[src/rtl/tcw_pkg.sv]
// ----------------------------------------------------------------------------
// tcw_pkg
// Shared types, codes and constants of the text console writer.
// ----------------------------------------------------------------------------
package tcw_pkg;

	localparam int ROWS_DEF  = 25;
	localparam int COLS_DEF  = 80;
	localparam int Q_DEPTH   = 2;

	// cursor arithmetic widths, wide enough for the largest grid plus overflow
	localparam int ROW_W = 7;
	localparam int COL_W = 8;

	localparam logic [1:0]  REQ_PUT  = 2'd0;
	localparam logic [1:0]  REQ_READ = 2'd1;
	localparam logic [1:0]  REQ_MOVE = 2'd2;

	localparam logic [7:0]  CHAR_NL    = 8'd10;
	localparam logic [7:0]  CHAR_TAB   = 8'd9;
	localparam logic [7:0]  ATTR_RESET = 8'd13;
	localparam logic [15:0] BLANK_CELL = 16'h0F20;

	typedef enum logic [2:0] {
		CMD_NOP  = 3'd0,
		CMD_PUT  = 3'd1,
		CMD_NL   = 3'd2,
		CMD_TAB  = 3'd3,
		CMD_READ = 3'd4,
		CMD_MOVE = 3'd5
	} cmd_kind_t;

	typedef struct packed {
		cmd_kind_t        kind;
		logic [7:0]       ch;
		logic [ROW_W-1:0] row;
		logic [COL_W-1:0] col;
		logic [10:0]      idx;
	} cmd_t;

	typedef struct packed {
		logic [4:0]  cursor_row;
		logic [6:0]  cursor_col;
		logic [10:0] cursor_offset;
		logic [7:0]  cell_char;
		logic [7:0]  cell_attr;
	} res_t;

endpackage

[src/rtl/tcw_fifo.sv]
// ----------------------------------------------------------------------------
// tcw_fifo
// Small register queue with full and empty flags.
// ----------------------------------------------------------------------------
module tcw_fifo #(
	parameter int WIDTH = 8,
	parameter int DEPTH = tcw_pkg::Q_DEPTH
) (
	input  logic             clk,
	input  logic             arst_n,
	input  logic             push,
	input  logic [WIDTH-1:0] wdata,
	output logic             full,
	input  logic             pop,
	output logic [WIDTH-1:0] rdata,
	output logic             empty
);

	localparam int PW = (DEPTH > 1) ? $clog2(DEPTH) : 1;
	localparam int CW = $clog2(DEPTH + 1);

	logic [WIDTH-1:0] slot_q [DEPTH];
	logic [PW-1:0]    wr_ptr_q, rd_ptr_q;
	logic [CW-1:0]    count_q;
	logic             do_push, do_pop;

	assign full    = (count_q == CW'(DEPTH));
	assign empty   = (count_q == '0);
	assign do_push = push & ~full;
	assign do_pop  = pop & ~empty;
	assign rdata   = slot_q[rd_ptr_q];

	always_ff @(posedge clk) begin
		if (do_push)
			slot_q[wr_ptr_q] <= wdata;
	end

	always_ff @(posedge clk or negedge arst_n) begin
		if (!arst_n) begin
			wr_ptr_q <= '0;
			rd_ptr_q <= '0;
			count_q  <= '0;
		end else begin
			if (do_push)
				wr_ptr_q <= (wr_ptr_q == PW'(DEPTH - 1)) ? '0 : wr_ptr_q + 1'b1;
			if (do_pop)
				rd_ptr_q <= (rd_ptr_q == PW'(DEPTH - 1)) ? '0 : rd_ptr_q + 1'b1;
			if (do_push && !do_pop)
				count_q <= count_q + 1'b1;
			else if (!do_push && do_pop)
				count_q <= count_q - 1'b1;
		end
	end

endmodule

[config.mk]
export PLATFORM = sky130hd
export DESIGN_NAME = tcw_fifo
export DESIGN_NICKNAME = d
export VERILOG_FILES = /design/src/rtl/tcw_pkg.sv /design/src/rtl/tcw_fifo.sv
export SDC_FILE = /design/constraint.sdc
export NUM_CORES = 1
export LEC_CHECK = 0
export ABC_AREA = 1
export BUFFER_PORTS_ARGS = -buffer_cell sky130_fd_sc_hd__buf_2
export CAP_MARGIN = 20
export CORE_MARGIN = 1
export CORE_UTILIZATION = 44
export DETAILED_ROUTE_END_ITERATION = 16
export HOLD_SLACK_MARGIN = 0.06
export PLACE_DENSITY = 0.81
export SLEW_MARGIN = 40
export SYNTH_ARGS = -nofsm -noshare
export SYNTH_HDL_FRONTEND = slang
export SYNTH_SLANG_ARGS = --single-unit
[constraint.sdc]
create_clock -name clk -period 1.3 [get_ports clk]
set_input_delay 0.13 -clock clk [delete_from_list [all_inputs] [get_ports clk]]
set_output_delay 0.13 -clock clk [all_outputs]
set_load 0.02 [all_outputs]
After elaboration in Yosys (flattened, before gate mapping):

Memory sizes are Yosys's and may differ from the RTL's.
Cells that the tools add are included.

* bitwise gates (word level): 4
* shifts and indexed selects: 0
* equality and inequality tests: 1
* mux-type cells: 6
* $mul: 0
* $add $sub $neg: 4
* $lt $le $gt $ge: 0
* divide/modulo/power cells: 0
* reduce and logical (&&, ||, !) cells: 6

Operators with widths (count)
* $mux W1: 4
* $mux W2: 2
* $add A1 B1 Y1 const B: 2
* $add A2 B1 Y2 const B: 1
* $and A1 B1 Y1: 2
* $eq A2 B2 Y1 const B: 1
* $logic_and A1 B1 Y1: 2
* $logic_not A1 Y1: 2
* $logic_not A2 Y1: 1
* $not A1 Y1: 2
* $reduce_bool A2 Y1: 1
* $sub A2 B1 Y2 const B: 1

* logic and storage cells: 25
* memory bits (read-only): 0
* bits in latches: 0
* memories kept: 1
* bits in registers: 4
* input bits: 12
* memory bits (writable): 16

Memories
* slot_q: words 2, bits a word 8, rd ports 1, clocked after Yosys merged registers in 0, write ports 1, line tcw_fifo.sv:22 `logic [WIDTH-1:0] slot_q [DEPTH];`

Longest topological paths before layout:

* depth after elaboration: 7
* mapped depth: 9
* mapped depth without buffers: 9

Least setup slack after synthesis:

No wires, ideal clock.

* path kind: reg2reg
* from: reg count_q[0]
* to: reg count_q[1]
* path slack: -0.099 ns
* cell stages (with the launch flop): 8
* library setup time: 0.117 ns
* path buffers: 0
* arrival time: 1.282 ns
* clock period less this slack: 1.399 ns
* data required time: 1.183 ns
* path through: dfrtp_1 nor2_2 nor2_2 ha_1 inv_1 nand3_1 nand2_1 nand2_1

* cells in the longest elaborated chain, start to end: 6

RTL lines
* from (decl): line tcw_fifo.sv:24 `logic [CW-1:0] count_q;`
* from (signal assigned): line tcw_fifo.sv:49 `count_q <= count_q + 1'b1;`
* from (signal assigned): line tcw_fifo.sv:51 `count_q <= count_q - 1'b1;`
* $eq A2 B2 Y1 (*): line tcw_fifo.sv:27 `assign full = (count_q == CW'(DEPTH));`
* named net full: line tcw_fifo.sv:13 `output logic full,`
* $not A1 Y1 (*): line tcw_fifo.sv:29 `assign do_push = push & ~full;`
* $and A1 B1 Y1 (*): line tcw_fifo.sv:29
* $logic_not A1 Y1: line tcw_fifo.sv:50 `else if (!do_push && do_pop)`
* $logic_and A1 B1 Y1: line tcw_fifo.sv:50
* $reduce_bool A2 Y1 (no line)

The timed path passes the listed nets; every way through them passes the cells marked *. The select of a mux whose other input is x is not followed.
A chain may end at the register's enable or synchronous reset.

Final worst setup path:

* from: reg rd_ptr_q
* to: out rdata[1]

* cells in the longest elaborated chain, start to end: 1

RTL lines
* from (decl): line tcw_fifo.sv:23 `logic [PW-1:0] wr_ptr_q, rd_ptr_q;`
* from (signal assigned): line tcw_fifo.sv:47 `rd_ptr_q <= (rd_ptr_q == PW'(DEPTH - 1)) ? '0 : rd_ptr_q + 1'b1;`
* $mem_v2 Z2 W8
* to (decl): line tcw_fifo.sv:15 `output logic [WIDTH-1:0] rdata,`

Every way passes these cells.

==> impl_metrics.env <==
export IMPL_cp_start_kind="flop"
export IMPL_syn_nets=86
export IMPL_die_h_um=44.9
export IMPL_root_buffer="clkbuf_4"
export IMPL_dr_pass1_iters=6
export IMPL_drive_gt1_frac=0.560
export IMPL_end_kind="output port"
export IMPL_cap_violations=0
export IMPL_cpMostUsedCell="nand2_2"
export IMPL_die_w_um=44.9
export IMPL_ant_nets=0
export IMPL_placementRows=15
export IMPL_stdcell_area_um2=1370
export IMPL_r2r_end="count_q[1]"
export IMPL_endpoint="rdata[1]"
export IMPL_yosysSeqAreaShare=0.717
export IMPL_netlist_area_um2=810
export IMPL_tightest_slew_ns=0.307
export IMPL_final_core_utilization=0.793
export IMPL_whs_path_depth=3
export IMPL_critPathKind="reg -> out"
export IMPL_htreeDepth=1
export IMPL_r2r_start="count_q[1]"
export IMPL_cp_required_ns=1.17
export IMPL_slew_headroom=0.793
export IMPL_finish_net_count=130
export IMPL_routed_wl_um=2000
export IMPL_slowest_delay_ns=0.47
export IMPL_r2r_cells=8
export IMPL_slew_violations=0
export IMPL_timing_fmax_ghz=0.757
export IMPL_core_area_um2=1730
export IMPL_violations="setup timing"
export IMPL_worstSetupStartpoint="rd_ptr_q"
export IMPL_path_cells="buf_8 -> nand2_2 -> nand2_2 -> buf_6"
export IMPL_initial_utilization=0.469
export IMPL_hpwl_um=1070
export IMPL_nFillCells=108
export IMPL_io_pins=22
export IMPL_synth_seq_cells=20
export IMPL_n_antenna_cell=0
export IMPL_finalHoldViolations=0
export IMPL_grt_pass1_wl_um=2530
export IMPL_hp_class="in -> reg"
export IMPL_track_usage=0.180
export IMPL_vias_per_cell=5.00
export IMPL_gp_congestion=0.691
export IMPL_ys_warnings_count=0
export IMPL_reg2reg_slack_ns=0.01
export IMPL_drc=0
export IMPL_postSynthAreaPerCell_um2=11.1
export IMPL_cts_buffers_inserted=3
export IMPL_finalCritPeriodShare=1.02
export IMPL_cts_tree="built"
export IMPL_die_area_um2=2020
export IMPL_ys_types=14
export IMPL_drtIter0Drc=12
export IMPL_area_delta_synth_final_pct=69.1
export IMPL_critPathArrivalTime_ns=1.19
export IMPL_rsz0062_at_grt="true"
export IMPL_placed_area_um2=1010
export IMPL_slowest_stage="dfrtp_2"
export IMPL_grt_start_max_net_pins=13
export IMPL_setup_violations=4
export IMPL_crit_path_max_fanout=7
export IMPL_power_leakage_nw=0.612
export IMPL_powerDensity_nw_per_um2=2400
export IMPL_grt_pass1_vias=592
export IMPL_min_period_ns=1.32
export IMPL_antenna_found_initial=0
export IMPL_status="finished, violations left"
export IMPL_wl_per_cell_um=14.1
export IMPL_clock_sinks=20
export IMPL_overflow=0
export IMPL_portBuffers=21
export IMPL_insertion_delay_ns=0.30
export IMPL_clk_pin_slew_ns=0.12
export IMPL_cts_path_max_buffers=2
export IMPL_ir_drop_uv=1950
export IMPL_netlist_instances=73
export IMPL_fin_ws_ns=-0.0217
export IMPL_vias=705
export IMPL_fin_skew_ns=0.0120
==> cells by family (layout without fill, tap and decap cells) <==
kind of cell               Yosys count  count (layout)  share of synthesized area
xor gates and xnor gates             1               1                     0.0108
buffers and inverters                9              52                     0.0433
DFF                                 20              20                      0.717
and+or+nand+nor                     40              40                      0.201
AOI/OAI and AO/OA                    2               2                     0.0124
adders and majority gates            1               1                     0.0155
==> power breakdown <==
group	internal, mW	switching, mW
sequential	0.901	0.140
clock	0.312	0.196
combinational	0.847	0.892
total	2.06	1.23
==> through the flow <==
step	std cells	power [mW]	TNS (ns)	hold slack [ns]	setup slack, ns
after floorplan	73	1.65	-0.0316	-0.166	-0.0316
after global placement	123	2.04	0	-0.0575	0.00812
after detailed placement	123	2.09	-0.116	-0.0510	-0.116
after CTS	140	2.73	-0.0162	0.0742	-0.0107
after global routing	141	3.44	-0.610	0.0743	-0.0525
final	141	3.29	-0.0289	0.0813	-0.0217
==> repair_timing <==
item,4_1_cts,5_1_grt
hold endpoints to repair,20,0
hold buffers,9,0
setup endpoints to repair,15,18
pin swaps,0,8
gates resized for setup,6,52
setup buffers,4,1
==> cell type report <==
| class | instances | area [um2] | share of cell area |
|---|---|---|---|
| clock inverter | 1 | 30.0 | 0.0219 |
| inverter | 8 | 35.0 | 0.0256 |
| clock buffer | 3 | 22.5 | 0.0165 |
| sequential | 20 | 584 | 0.427 |
| timing repair buffer | 40 | 370 | 0.271 |
| tap | 25 | 31.3 | 0.0229 |
| multi-input combinational | 44 | 295 | 0.216 |
==> critical path: cells and delay by family, from the launching register on <==
family	cells	cell delay, ns
flops	1	0.47
buf+inv	2	0.29
simple gates	2	0.12
==> metal layers <==
layer / global-route usage / vias to the layer above / share of wire
li1: - / 324 / -
met1: 0.211 / 355 / 0.37
met2: 0.338 / 24 / 0.59
met3: 0.0480 / 2 / 0.034
met4: 0.0242 / 0 / 0.011
met5: 0 / - / 0
==> synthesized netlist by cell type <==
cell | number | area, um2
nand3b_1 | 1 | 7.51
dfrtp_1 | 4 | 100
nand3_1 | 1 | 5.00
edfxtp_1 | 16 | 480
inv_2 | 1 | 3.75
inv_1 | 7 | 26.3
buf_2 | 1 | 5.00
nor2_2 | 2 | 12.5
nand4_1 | 1 | 6.26
nand2_1 | 33 | 124
nor2_1 | 2 | 7.51
xnor2_1 | 1 | 8.76
ha_1 | 1 | 12.5
o21ai_0 | 2 | 10.0
==> state kept, by name, indices dropped and copies added (netlist names) <==
register	count
count_q	2
slot_q	16
wr_ptr_q	1
rd_ptr_q	1
==> layout by cell type (no fill, tap or decap) <==
master	count
nand2_4	4
nand3_2	1
ha_4	1
dfrtp_1	1
nand4_1	1
buf_12	2
nand2_2	12
clkbuf_4	3
nor2_2	1
bufinv_16	1
buf_8	1
nand3b_1	1
buf_4	4
clkinv_4	1
buf_2	12
nor2_4	3
o21ai_2	1
dlygate4sd3_1	9
inv_1	4
o21ai_0	1
inv_2	3
edfxtp_1	16
buf_6	12
xnor2_1	1
nand2_1	17
dfrtp_2	3
==> worst min-delay path by stage <==
stage / from / to / slack, ns
floorplan: arst_n / count_q[0] / -0.17
global placement: arst_n / count_q[0] / -0.06
detailed placement: arst_n / count_q[0] / -0.05
CTS: pop / rd_ptr_q / 0.07
global route: pop / rd_ptr_q / 0.07
finish: pop / rd_ptr_q / 0.08
(Power assumes the default switching activity.)
