`src/rtl/tcw_pkg.sv`:
```
// ----------------------------------------------------------------------------
// tcw_pkg
// Shared types, codes and constants of the text console writer.
// ----------------------------------------------------------------------------
package tcw_pkg;

	localparam int ROWS_DEF  = 25;
	localparam int COLS_DEF  = 80;
	localparam int Q_DEPTH   = 2;

	// cursor arithmetic widths, wide enough for the largest grid plus overflow
	localparam int ROW_W = 7;
	localparam int COL_W = 8;

	localparam logic [1:0]  REQ_PUT  = 2'd0;
	localparam logic [1:0]  REQ_READ = 2'd1;
	localparam logic [1:0]  REQ_MOVE = 2'd2;

	localparam logic [7:0]  CHAR_NL    = 8'd10;
	localparam logic [7:0]  CHAR_TAB   = 8'd9;
	localparam logic [7:0]  ATTR_RESET = 8'd13;
	localparam logic [15:0] BLANK_CELL = 16'h0F20;

	typedef enum logic [2:0] {
		CMD_NOP  = 3'd0,
		CMD_PUT  = 3'd1,
		CMD_NL   = 3'd2,
		CMD_TAB  = 3'd3,
		CMD_READ = 3'd4,
		CMD_MOVE = 3'd5
	} cmd_kind_t;

	typedef struct packed {
		cmd_kind_t        kind;
		logic [7:0]       ch;
		logic [ROW_W-1:0] row;
		logic [COL_W-1:0] col;
		logic [10:0]      idx;
	} cmd_t;

	typedef struct packed {
		logic [4:0]  cursor_row;
		logic [6:0]  cursor_col;
		logic [10:0] cursor_offset;
		logic [7:0]  cell_char;
		logic [7:0]  cell_attr;
	} res_t;

endpackage

```
`src/rtl/tcw_front.sv`:
```
// ----------------------------------------------------------------------------
// tcw_front
// Accepts requests, classifies them and saturates move targets.
// ----------------------------------------------------------------------------
module tcw_front #(
	parameter int GRID_ROWS = tcw_pkg::ROWS_DEF,
	parameter int GRID_COLS = tcw_pkg::COLS_DEF
) (
	input  logic          push,
	output logic          full,
	input  logic [1:0]    req_type,
	input  logic [7:0]    char_code,
	input  logic [4:0]    target_row,
	input  logic [6:0]    target_col,
	input  logic [10:0]   cell_index,
	input  logic          clearing,
	input  logic          cmd_full,
	output logic          cmd_push,
	output tcw_pkg::cmd_t cmd
);

	localparam int ROW_W = tcw_pkg::ROW_W;
	localparam int COL_W = tcw_pkg::COL_W;

	assign full     = cmd_full | clearing;
	assign cmd_push = push & ~full;

	always_comb begin
		cmd.ch  = char_code;
		cmd.idx = cell_index;

		if (target_row == '0)
			cmd.row = ROW_W'(1);
		else if (ROW_W'(target_row) > ROW_W'(GRID_ROWS))
			cmd.row = ROW_W'(GRID_ROWS);
		else
			cmd.row = ROW_W'(target_row);

		if (target_col == '0)
			cmd.col = COL_W'(1);
		else if (COL_W'(target_col) > COL_W'(GRID_COLS))
			cmd.col = COL_W'(GRID_COLS);
		else
			cmd.col = COL_W'(target_col);

		case (req_type)
			tcw_pkg::REQ_PUT: begin
				if (char_code == tcw_pkg::CHAR_NL)
					cmd.kind = tcw_pkg::CMD_NL;
				else if (char_code == tcw_pkg::CHAR_TAB)
					cmd.kind = tcw_pkg::CMD_TAB;
				else
					cmd.kind = tcw_pkg::CMD_PUT;
			end
			tcw_pkg::REQ_READ: cmd.kind = tcw_pkg::CMD_READ;
			tcw_pkg::REQ_MOVE: cmd.kind = tcw_pkg::CMD_MOVE;
			default:           cmd.kind = tcw_pkg::CMD_NOP;
		endcase
	end

endmodule

```
`config.mk`:
```
export PLATFORM = sky130hd
export DESIGN_NAME = tcw_front
export DESIGN_NICKNAME = d
export VERILOG_FILES = /design/src/rtl/tcw_pkg.sv /design/src/rtl/tcw_front.sv
export SDC_FILE = /design/constraint.sdc
export NUM_CORES = 1
export LEC_CHECK = 0
export ABC_AREA = 1
export BUFFER_PORTS_ARGS = -buffer_cell sky130_fd_sc_hd__buf_4
export CELL_PAD_IN_SITES_DETAIL_PLACEMENT = 1
export CELL_PAD_IN_SITES_GLOBAL_PLACEMENT = 2
export CORE_MARGIN = 2
export CORE_UTILIZATION = 10
export DETAILED_ROUTE_END_ITERATION = 10
export GPL_TIMING_DRIVEN = 0
export PLACE_DENSITY = 0.77
export RECOVER_POWER = 100
export SYNTH_ARGS = -nofsm -noshare
export SYNTH_HDL_FRONTEND = slang
export SYNTH_SLANG_ARGS = --single-unit
```
`constraint.sdc`:
```
create_clock -name vclk -period 0.8
set_input_delay 0.12 -clock vclk [all_inputs]
set_output_delay 0.12 -clock vclk [all_outputs]
set_load 0.005 [all_outputs]
```
Word level (Yosys, flattened, before mapping)
Cells that the tools add are included.

operators by class
  $lt $le $gt $ge = 2
  eq/ne operators = 4
  multiplexer cells = 7
  bitwise operators = 3
  reductions and logical operators = 3

operators by type and width
  cell                  count
  $eq A8 B4 Y1 const B  2
  $mux W7               2
  $mux W5               2
  $pmux W3 S3           1
  $gt A7 B7 Y1 const B  1
  $logic_not A7 Y1      1
  $gt A5 B5 Y1 const B  1
  $logic_not A5 Y1      1
  $mux W2               2
  $eq A2 B1 Y1 const B  1
  $eq A2 B2 Y1 const B  1
  $logic_not A2 Y1      1
  $and A1 B1 Y1         1
  $not A1 Y1            1
  $or A1 B1 Y1          1

word-level totals
  flip-flop bits (word level) = 0
  output and inout bits = 39
  word-level logic and storage cells = 19

Logic depth before layout (Yosys ltp)
Gate-level depths: netlist of run 1.

  depth after elaboration = 4
  gate-level depth with buffers = 6

Least setup slack after synthesis of run 1
Ideal clock, no wire load.

  path kind = input-to-output
  from = in req_type[0]
  to = out cmd[35] (netlist name)
  arrival = 584 ps
  slack = 96 ps
  stages = 6
  buffers on the path = 0
  cell sequence = inv_1 > ha_1 > inv_1 > nor2_1 > nand2_1 > nor2_1

RTL lines
  item         line             text
  from (decl)  tcw_front.sv:11  input logic [1:0] req_type,
  to (decl)    tcw_front.sv:19  output tcw_pkg::cmd_t cmd

==> results.py, run 1 <==
metrics = {
    "cells_and_area": {
        "syn2layout_area_growth_pct": 161,
        "seq_cells": 0,
        "antenna_cells": 0,
        "drive_above_1_share_pct": 73.7,
        "nClkBuffers": 0,
        "fin_area_sq_um": 1180,
        "fin_util_pct": 27.1,
        "n_fill_cell": 542,
        "fin_nets": 196,
        "regArea_sq_um": 0,
    },
    "global_route": {
        "antenna_found_initial": 0,
        "grt_max_degree": 6,
        "grt_use_total_pct": 5.53,
        "grt_pass1_wl_um": 2540,
        "grt_pass1_vias": 650,
        "grt_overflow_total": 0,
    },
    "run": {
        "cap_violations": 0,
    },
    "timing": {
        "hold_ws_ns": 0.428,
        "drv_slew": 0,
        "setup_viol": 6,
        "max_freq_ghz": 1.14,
        "final.setup.worst_slack_ns": -0.0765,
        "rsz0062_at_grt": "yes",
        "min_period_ns": 0.877,
        "hold_viol_final": 0,
        "fin_crit_sh_pct": 110,
    },
    "power_and_ir_drop": {
        "leakage_nw": 0.641,
        "finalPower_uw": 557,
        "p_per_area_nw_per_um2": 472,
        "ir_drop_v": 0.000130,
    },
    "outcome": {
        "status": "finished, violations left",
        "violations": "setup timing",
    },
    "detailed_routing": {
        "wirelength_um": 1620,
        "first_pass_iters": 2,
        "ant_nets": 0,
        "drt_iter0_markers": 1,
        "drc": 0,
        "via_per_inst": 3.35,
        "route.vias.total": 697,
        "post_drt_wl_per_cell_um": 7.80,
    },
    "yosys": {
        "yosysSeqAreaShare_pct": 0,
        "netlist-cell-type-count": 17,
        "synthMuxAreaShare_pct": 0,
        "yosysTopAreaCellShare_pct": 36.6,
        "synth-adder-area-share_pct": 5.54,
        "ys.warnings.count": 0,
        "synth-compound-area-share_pct": 3.88,
        "syn_area_per_cell_sq_um": 5.19,
        "ys_top_cells_by_area": "buf_4, inv_1, nand2_1",
        "synth_area_sq_um": 452,
        "yosys.area.top_type": "buf_4",
        "syn_inst": 87,
        "yosys.area_share.simple_pct": 36.6,
        "synth_top_family_by_area": "buffers and inverters",
        "synth_xor_area_share_pct": 0,
    },
    "setup_path": {
        "crit_buf_inv": 2,
        "slowest_stage": "buf_4",
        "cpPeakStageDelay_ns": 0.11,
        "cp_max_fo": 3,
        "path_cells": "buf_6, nor2_4, nand2_1, nand2_2, nand2_4, nor2_2, buf_4",
        "cp_data_arrival_time_ns": 0.76,
        "path_delay_family": "simple AND/OR/NAND/NOR gates",
        "crit_required_ns": 0.68,
        "worst-setup-path-type": "in2out",
        "worstSetupEndpointType": "output port",
        "worst_setup_path_start_kind": "primary input",
    },
    "placement": {
        "placed_area_sq_um": 982,
        "gp_congestion": 0.684,
        "dp_hpwl_um": 1370,
        "port_buffers": 61,
        "pre_cts_ws_ns": -0.176,
    },
    "min_path": {
        "hold_class": "in2out",
    },
    "die": {
        "fp.dieH_um": 71.2,
        "io_pins": 75,
        "core-area_sq_um": 4350,
        "rows": 24,
        "die_w_um": 71.2,
        "die_area_sq_um": 5070,
        "initial_core_util_pct": 10.4,
    },
}
[routing by layer]
| layer | part of all wire [%] | GRT usage [%] |
|---|---|---|
| met3 | 9.3 | 0.570 |
| met1 | 35 | 6.75 |
| met5 | 0 | 0 |
| met2 | 56 | 10.9 |
| met4 | 0 | 0 |
[cell families (layout without fill, tap and decap cells)]
logic type | Yosys count | in the layout
adder cells (fa/ha/maj) | 2 | 2
other | 1 | 3
buffers and inverters | 42 | 109
AO/OA/AOI/OAI | 3 | 3
AND/OR/NAND/NOR | 39 | 39
[final cells by class]
class                           instances  area (sq um)  share of cell area (%)
Buffer                                 25           176                    15.0
Multi-Input combinational cell         47           315                    26.7
Timing Repair Buffer                   67           552                    46.8
Inverter                               17          71.3                    6.04
Tap cell                               52          65.1                    5.51
[power breakdown]
group	switching, mW	internal, mW	total (mW)
registers	0	0	0
clock network	0	0	0
logic	0.203	0.354	0.557
total	0.203	0.354	0.557
[repair_timing]
item | CTS | global route
pin swaps | 12 | 13
hold buffers | 0 | 0
resized for setup | 26 | 30
hold endpoints to repair | 0 | 0
setup buffers | 5 | 1
endpoints found under the setup margin | 6 | 8
[cell usage in the layout (no fill, tap or decap), drive strengths merged]
cell type and instances:
buf 64, clkbuf 28, nand2 18, inv 16
nor2 16, conb 3, nand3 2, ha 2
nor3 1, clkinv 1, a21boi 1, a21oi 1
o21ai 1, or2 1, and2 1
[final timing paths]
check  cells past startpoint     startpoint       to
min                        2  cell_index[6]   cmd[6]
max                        7  target_col[2]  cmd[12]
[Yosys cell counts (all sizes together), types with 2 or more instances]
cell and count:
nand2 18, inv 16, clkbuf 3, nor2 16
buf 22, nand3 2, ha 2
[through the flow]
step	setup TNS [ns]	cells
finish	-0.354	208
global route	-0.872	208
CTS	-0.354	207
detailed placement	-0.576	202
global placement	-0.578	202
floorplan	0	89
Note: power is estimated with default switching activity, not from simulation.
==> run 2: changes to the inputs <==
- CORE_ASPECT_RATIO: unset -> 0.9
==> results.py, run 2 (same netlist as run 1, synthesis figures left out) <==
metrics = {
    "outcome": {
        "status": "finished, violations left",
        "violations": "setup timing",
    },
    "placement": {
        "dp_hpwl_um": 1380,
        "pre_cts_ws_ns": -0.181,
        "port_buffers": 61,
        "dp.cells": 212,
        "gp_congestion": 0.630,
        "placed_area_sq_um": 995,
    },
    "power_and_ir_drop": {
        "swShare_pct": 35.1,
        "combPwrFrac_pct": 100.0,
        "p_per_area_nw_per_um2": 472,
        "leakage_nw": 0.637,
        "power_frac_clock_pct": 0,
        "switching_power_uw": 194,
        "ir_drop_v": 0.000105,
        "p_int_uw": 358,
        "seq_power_share_pct": 0,
    },
    "min_path": {
        "hold_class": "in2out",
        "holdPathStages": 2,
        "min_to": "cmd[0]",
        "min_from": "cell_index[0]",
    },
    "setup_path": {
        "path_cells": "buf_6, nor2_4, nand2_1, nand2_2, nand2_4, nor2_4, buf_6",
        "crit_required_ns": 0.68,
        "worst_setup_path_start_kind": "primary input",
        "cp_max_fo": 3,
        "worst-setup-path-type": "in2out",
        "cpPeakStageDelay_ns": 0.12,
        "path_delay_family": "simple AND/OR/NAND/NOR gates",
        "cp_data_arrival_time_ns": 0.77,
        "slowest_stage": "nor2_4",
        "worstSetupEndpointType": "output port",
        "crit_buf_inv": 2,
    },
    "cells_and_area": {
        "fin_area_sq_um": 1170,
        "fin_util_pct": 26.6,
        "nClkBuffers": 0,
        "layout_commonest_cell": "buf_4",
        "fin_nets": 195,
        "mostFrequentLayoutCells": "buf_4, clkbuf_4, nand2_1",
        "syn2layout_area_growth_pct": 159,
        "drive_above_1_share_pct": 72.9,
        "seq_cells": 0,
        "antenna_cells": 0,
        "fin_cells": 217,
        "regArea_sq_um": 0,
    },
    "die": {
        "die_w_um": 74.8,
        "io_pins": 75,
        "fp.dieH_um": 67.8,
        "initial_core_util_pct": 10.3,
        "rows": 23,
        "core-area_sq_um": 4400,
        "die_area_sq_um": 5070,
    },
    "detailed_routing": {
        "first_pass_iters": 2,
        "wirelength_um": 1610,
        "ant_nets": 0,
        "drt_iter0_markers": 4,
        "drc": 0,
        "via_per_inst": 3.22,
        "route.vias.total": 699,
        "post_drt_wl_per_cell_um": 7.41,
    },
    "timing": {
        "rsz0062_at_grt": "yes",
        "drv_slew": 0,
        "final.setup.worst_slack_ns": -0.0864,
        "setup_tns_ns": -0.331,
        "max_freq_ghz": 1.13,
        "fin_crit_sh_pct": 111,
        "hold_viol_final": 0,
        "setup_viol": 6,
        "min_period_ns": 0.886,
    },
    "global_route": {
        "grt_overflow_total": 0,
        "grt_max_degree": 6,
        "grt_pass1_vias": 609,
        "antenna_found_initial": 0,
        "grt_use_total_pct": 5.33,
        "grt_pass1_wl_um": 2250,
    },
    "cts": {
        "cts_hold_buffers": 0,
    },
    "run": {
        "cap_violations": 0,
    },
}
## run 2: changes by cell type in the layout (fill, tap and decap cells not counted), sizes merged
cell,previous run,this run
inv,16,17
clkinv,1,0
clkbuf,28,26
buf,64,65
## run 2: power by group through the flow
stage                     clock network (mW)  logic (mW)  registers [mW]
after floorplan                            0       0.182               0
after global placement                     0       0.459               0
after detailed placement                   0       0.464               0
after CTS                                  0       0.532               0
after global routing                       0       0.605               0
final                                      0       0.552               0
## run 2: stage by stage
| step | hold WS (ns) | power, mW |
|---|---|---|
| global route | 0.431 | 0.605 |
| detailed placement | 0.407 | 0.464 |
| CTS | 0.407 | 0.532 |
| floorplan | 0.271 | 0.182 |
| finish | 0.427 | 0.552 |
| global placement | 0.406 | 0.459 |
## run 2: worst max-delay path by stage
stage                        from       to  slack [ns]  depth (start not counted)
finish              target_col[3]  cmd[12]       -0.09                          7
global route          req_type[0]  cmd[35]       -0.13                          8
CTS                   req_type[1]  cmd[35]       -0.09                          8
detailed placement    req_type[0]  cmd[35]       -0.18                          8
global placement      req_type[0]  cmd[35]       -0.18                          8
floorplan             req_type[0]  cmd[35]         0.1                          6
## run 2: layer usage
layer	routed length [um]	vias up	global-route usage, %
met3	138	0	0.149
met5	0	-	0
met4	0	0	0
met1	555	306	5.51
met2	913	35	12.1
li1	-	358	-
## run 2: timing repair
action,CTS,global route
setup buffers,5,0
endpoints found under the setup margin,7,8
endpoints found under the hold margin,0,0
pin swaps,16,11
gates resized for setup,32,19
## run 2: cell type report
| type | instances | area [sq um] |
|---|---|---|
| fill | 554 | 3230 |
| timing repair buffer | 66 | 559 |
| multi-input combinational | 47 | 287 |
| buffer | 25 | 176 |
| tap | 62 | 77.6 |
| inverter | 17 | 71.3 |
==> run 3: changes to the inputs <==
- BUFFER_PORTS_ARGS: -buffer_cell sky130_fd_sc_hd__buf_4 -> -buffer_cell sky130_fd_sc_hd__buf_2
- CAP_MARGIN: unset -> 25
- RECOVER_POWER: 100 -> unset
==> results.py, run 3 (same netlist as run 1, synthesis figures left out) <==
metrics = {
    "setup_path": {
        "worst-setup-path-type": "in2out",
        "path_cells": "buf_8, inv_6, ha_4, inv_2, nor2_2, nand2_1, nor2_1, buf_2",
        "worst_setup_path_start_kind": "primary input",
        "cpPeakStageDelay_ns": 0.12,
        "cp_data_arrival_time_ns": 0.74,
        "crit_required_ns": 0.68,
        "worstSetupEndpointType": "output port",
        "cp_max_fo": 2,
        "slowest_stage": "ha_4",
        "startpoint": "req_type[0]",
        "endpoint": "cmd[35]",
    },
    "cells_and_area": {
        "seq_cells": 0,
        "nClkBuffers": 0,
        "fin_nets": 195,
        "multi_input_area_sq_um": 283,
        "n_fill_cell": 562,
        "layout_commonest_cell": "buf_2",
        "regArea_sq_um": 0,
        "syn2layout_area_growth_pct": 123,
        "drive_above_1_share_pct": 69.7,
        "antenna_cells": 0,
        "mostFrequentLayoutCells": "buf_2, buf_4, nand2_1",
    },
    "global_route": {
        "grt_overflow_total": 0,
        "grt_pass1_vias": 627,
        "antenna_found_initial": 0,
        "grt_max_degree": 6,
        "grt_use_total_pct": 5.52,
        "grt_pass1_wl_um": 2350,
    },
    "power_and_ir_drop": {
        "leakage_nw": 0.603,
        "p_per_area_nw_per_um2": 449,
        "combPwrFrac_pct": 100.0,
        "power_frac_clock_pct": 0,
        "seq_power_share_pct": 0,
        "finalPower_uw": 453,
        "ir_drop_v": 0.0000934,
        "swShare_pct": 40.1,
        "switching_power_uw": 182,
        "p_int_uw": 271,
    },
    "die": {
        "initial_core_util_pct": 10.3,
        "die_area_sq_um": 5070,
        "rows": 23,
        "io_pins": 75,
        "fp.dieH_um": 67.8,
        "die_w_um": 74.8,
        "core-area_sq_um": 4400,
    },
    "detailed_routing": {
        "post_drt_wl_per_cell_um": 7.28,
        "wirelength_um": 1580,
        "drc": 0,
        "ant_nets": 0,
        "via_per_inst": 3.12,
        "first_pass_iters": 2,
        "route.vias.total": 677,
        "drt_iter0_markers": 2,
    },
    "run": {
        "cap_violations": 0,
    },
    "timing": {
        "setup_viol": 6,
        "final.setup.worst_slack_ns": -0.0638,
        "max_freq_ghz": 1.16,
        "fin_crit_sh_pct": 108,
        "setup_tns_ns": -0.209,
        "rsz0062_at_grt": "yes",
        "drv_slew": 0,
        "hold_viol_final": 0,
        "min_period_ns": 0.864,
    },
    "outcome": {
        "violations": "setup timing",
        "status": "finished, violations left",
    },
    "min_path": {
        "hold_class": "in2out",
    },
    "placement": {
        "dp_hpwl_um": 1350,
        "port_buffers": 61,
        "gp_congestion": 0.595,
    },
    "cts": {
        "cts_hold_buffers": 0,
    },
}
-- run 3: cell count changes in the layout (fill, tap and decap cells not counted), moves of 2 or more --
cell      change
nor2_1        +3
inv_2         -4
buf_2        +53
nor2_2        -3
clkbuf_4     -20
inv_1         +4
buf_6         -7
clkbuf_1      -2
buf_4        -23
-- run 3: power by group through the flow --
stage / sequential [mW] / clock [mW] / combinational [mW]
after floorplan: 0 / 0 / 0.182
after global placement: 0 / 0 / 0.366
after detailed placement: 0 / 0 / 0.369
after CTS: 0 / 0 / 0.430
after global routing: 0 / 0 / 0.508
final: 0 / 0 / 0.453
-- run 3: critical path: cells and delay by family --
kind / cells / cell delay [ns]
buffers and inverters: 4 / 0.29
and+or+nand+nor: 3 / 0.20
adders and majority gates: 1 / 0.12
-- run 3: metrics by stage --
stage                     utilization [%]  hold WS, ns  cell area [sq um]  instances  setup slack [ns]
after detailed placement             19.1        0.408                842        212            -0.156
final                                22.9        0.407               1010        217           -0.0638
after CTS                            21.7        0.409                957        216           -0.0886
after global routing                 22.9        0.416               1010        217            -0.133
after floorplan                         -        0.271                459         89            0.0956
after global placement               19.1        0.406                842        212            -0.160
-- run 3: worst min path at each step --
stage | from | slack [ns] | cells after the start | end
finish | cell_index[6] | 0.41 | 2 | cmd[6]
detailed placement | cell_index[0] | 0.41 | 2 | cmd[0]
global route | cell_index[0] | 0.42 | 2 | cmd[0]
floorplan | target_col[6] | 0.27 | 1 | cmd[16]
CTS | cell_index[0] | 0.41 | 2 | cmd[0]
global placement | cell_index[3] | 0.41 | 2 | cmd[3]
-- run 3: layout make-up --
class	instances	area share [%]
plain buffers	25	17.5
inverters	17	7.07
multi-input cells	47	28.0
well taps	62	7.69
repair buffers	66	39.7
-- run 3: timing repair --
action	in CTS	in global routing
resized for setup	21	16
pin swaps	9	15
setup buffers	4	1
endpoints found under the setup margin	6	7
-- run 3: layer usage --
| layer | vias to the layer above | global-route usage, % | routed length, um |
|---|---|---|---|
| met1 | 284 | 6.56 | 585 |
| met5 | - | 0 | 0 |
| li1 | 358 | - | - |
| met4 | 0 | 0 | 0 |
| met2 | 35 | 11.2 | 852 |
| met3 | 0 | 0.448 | 141 |
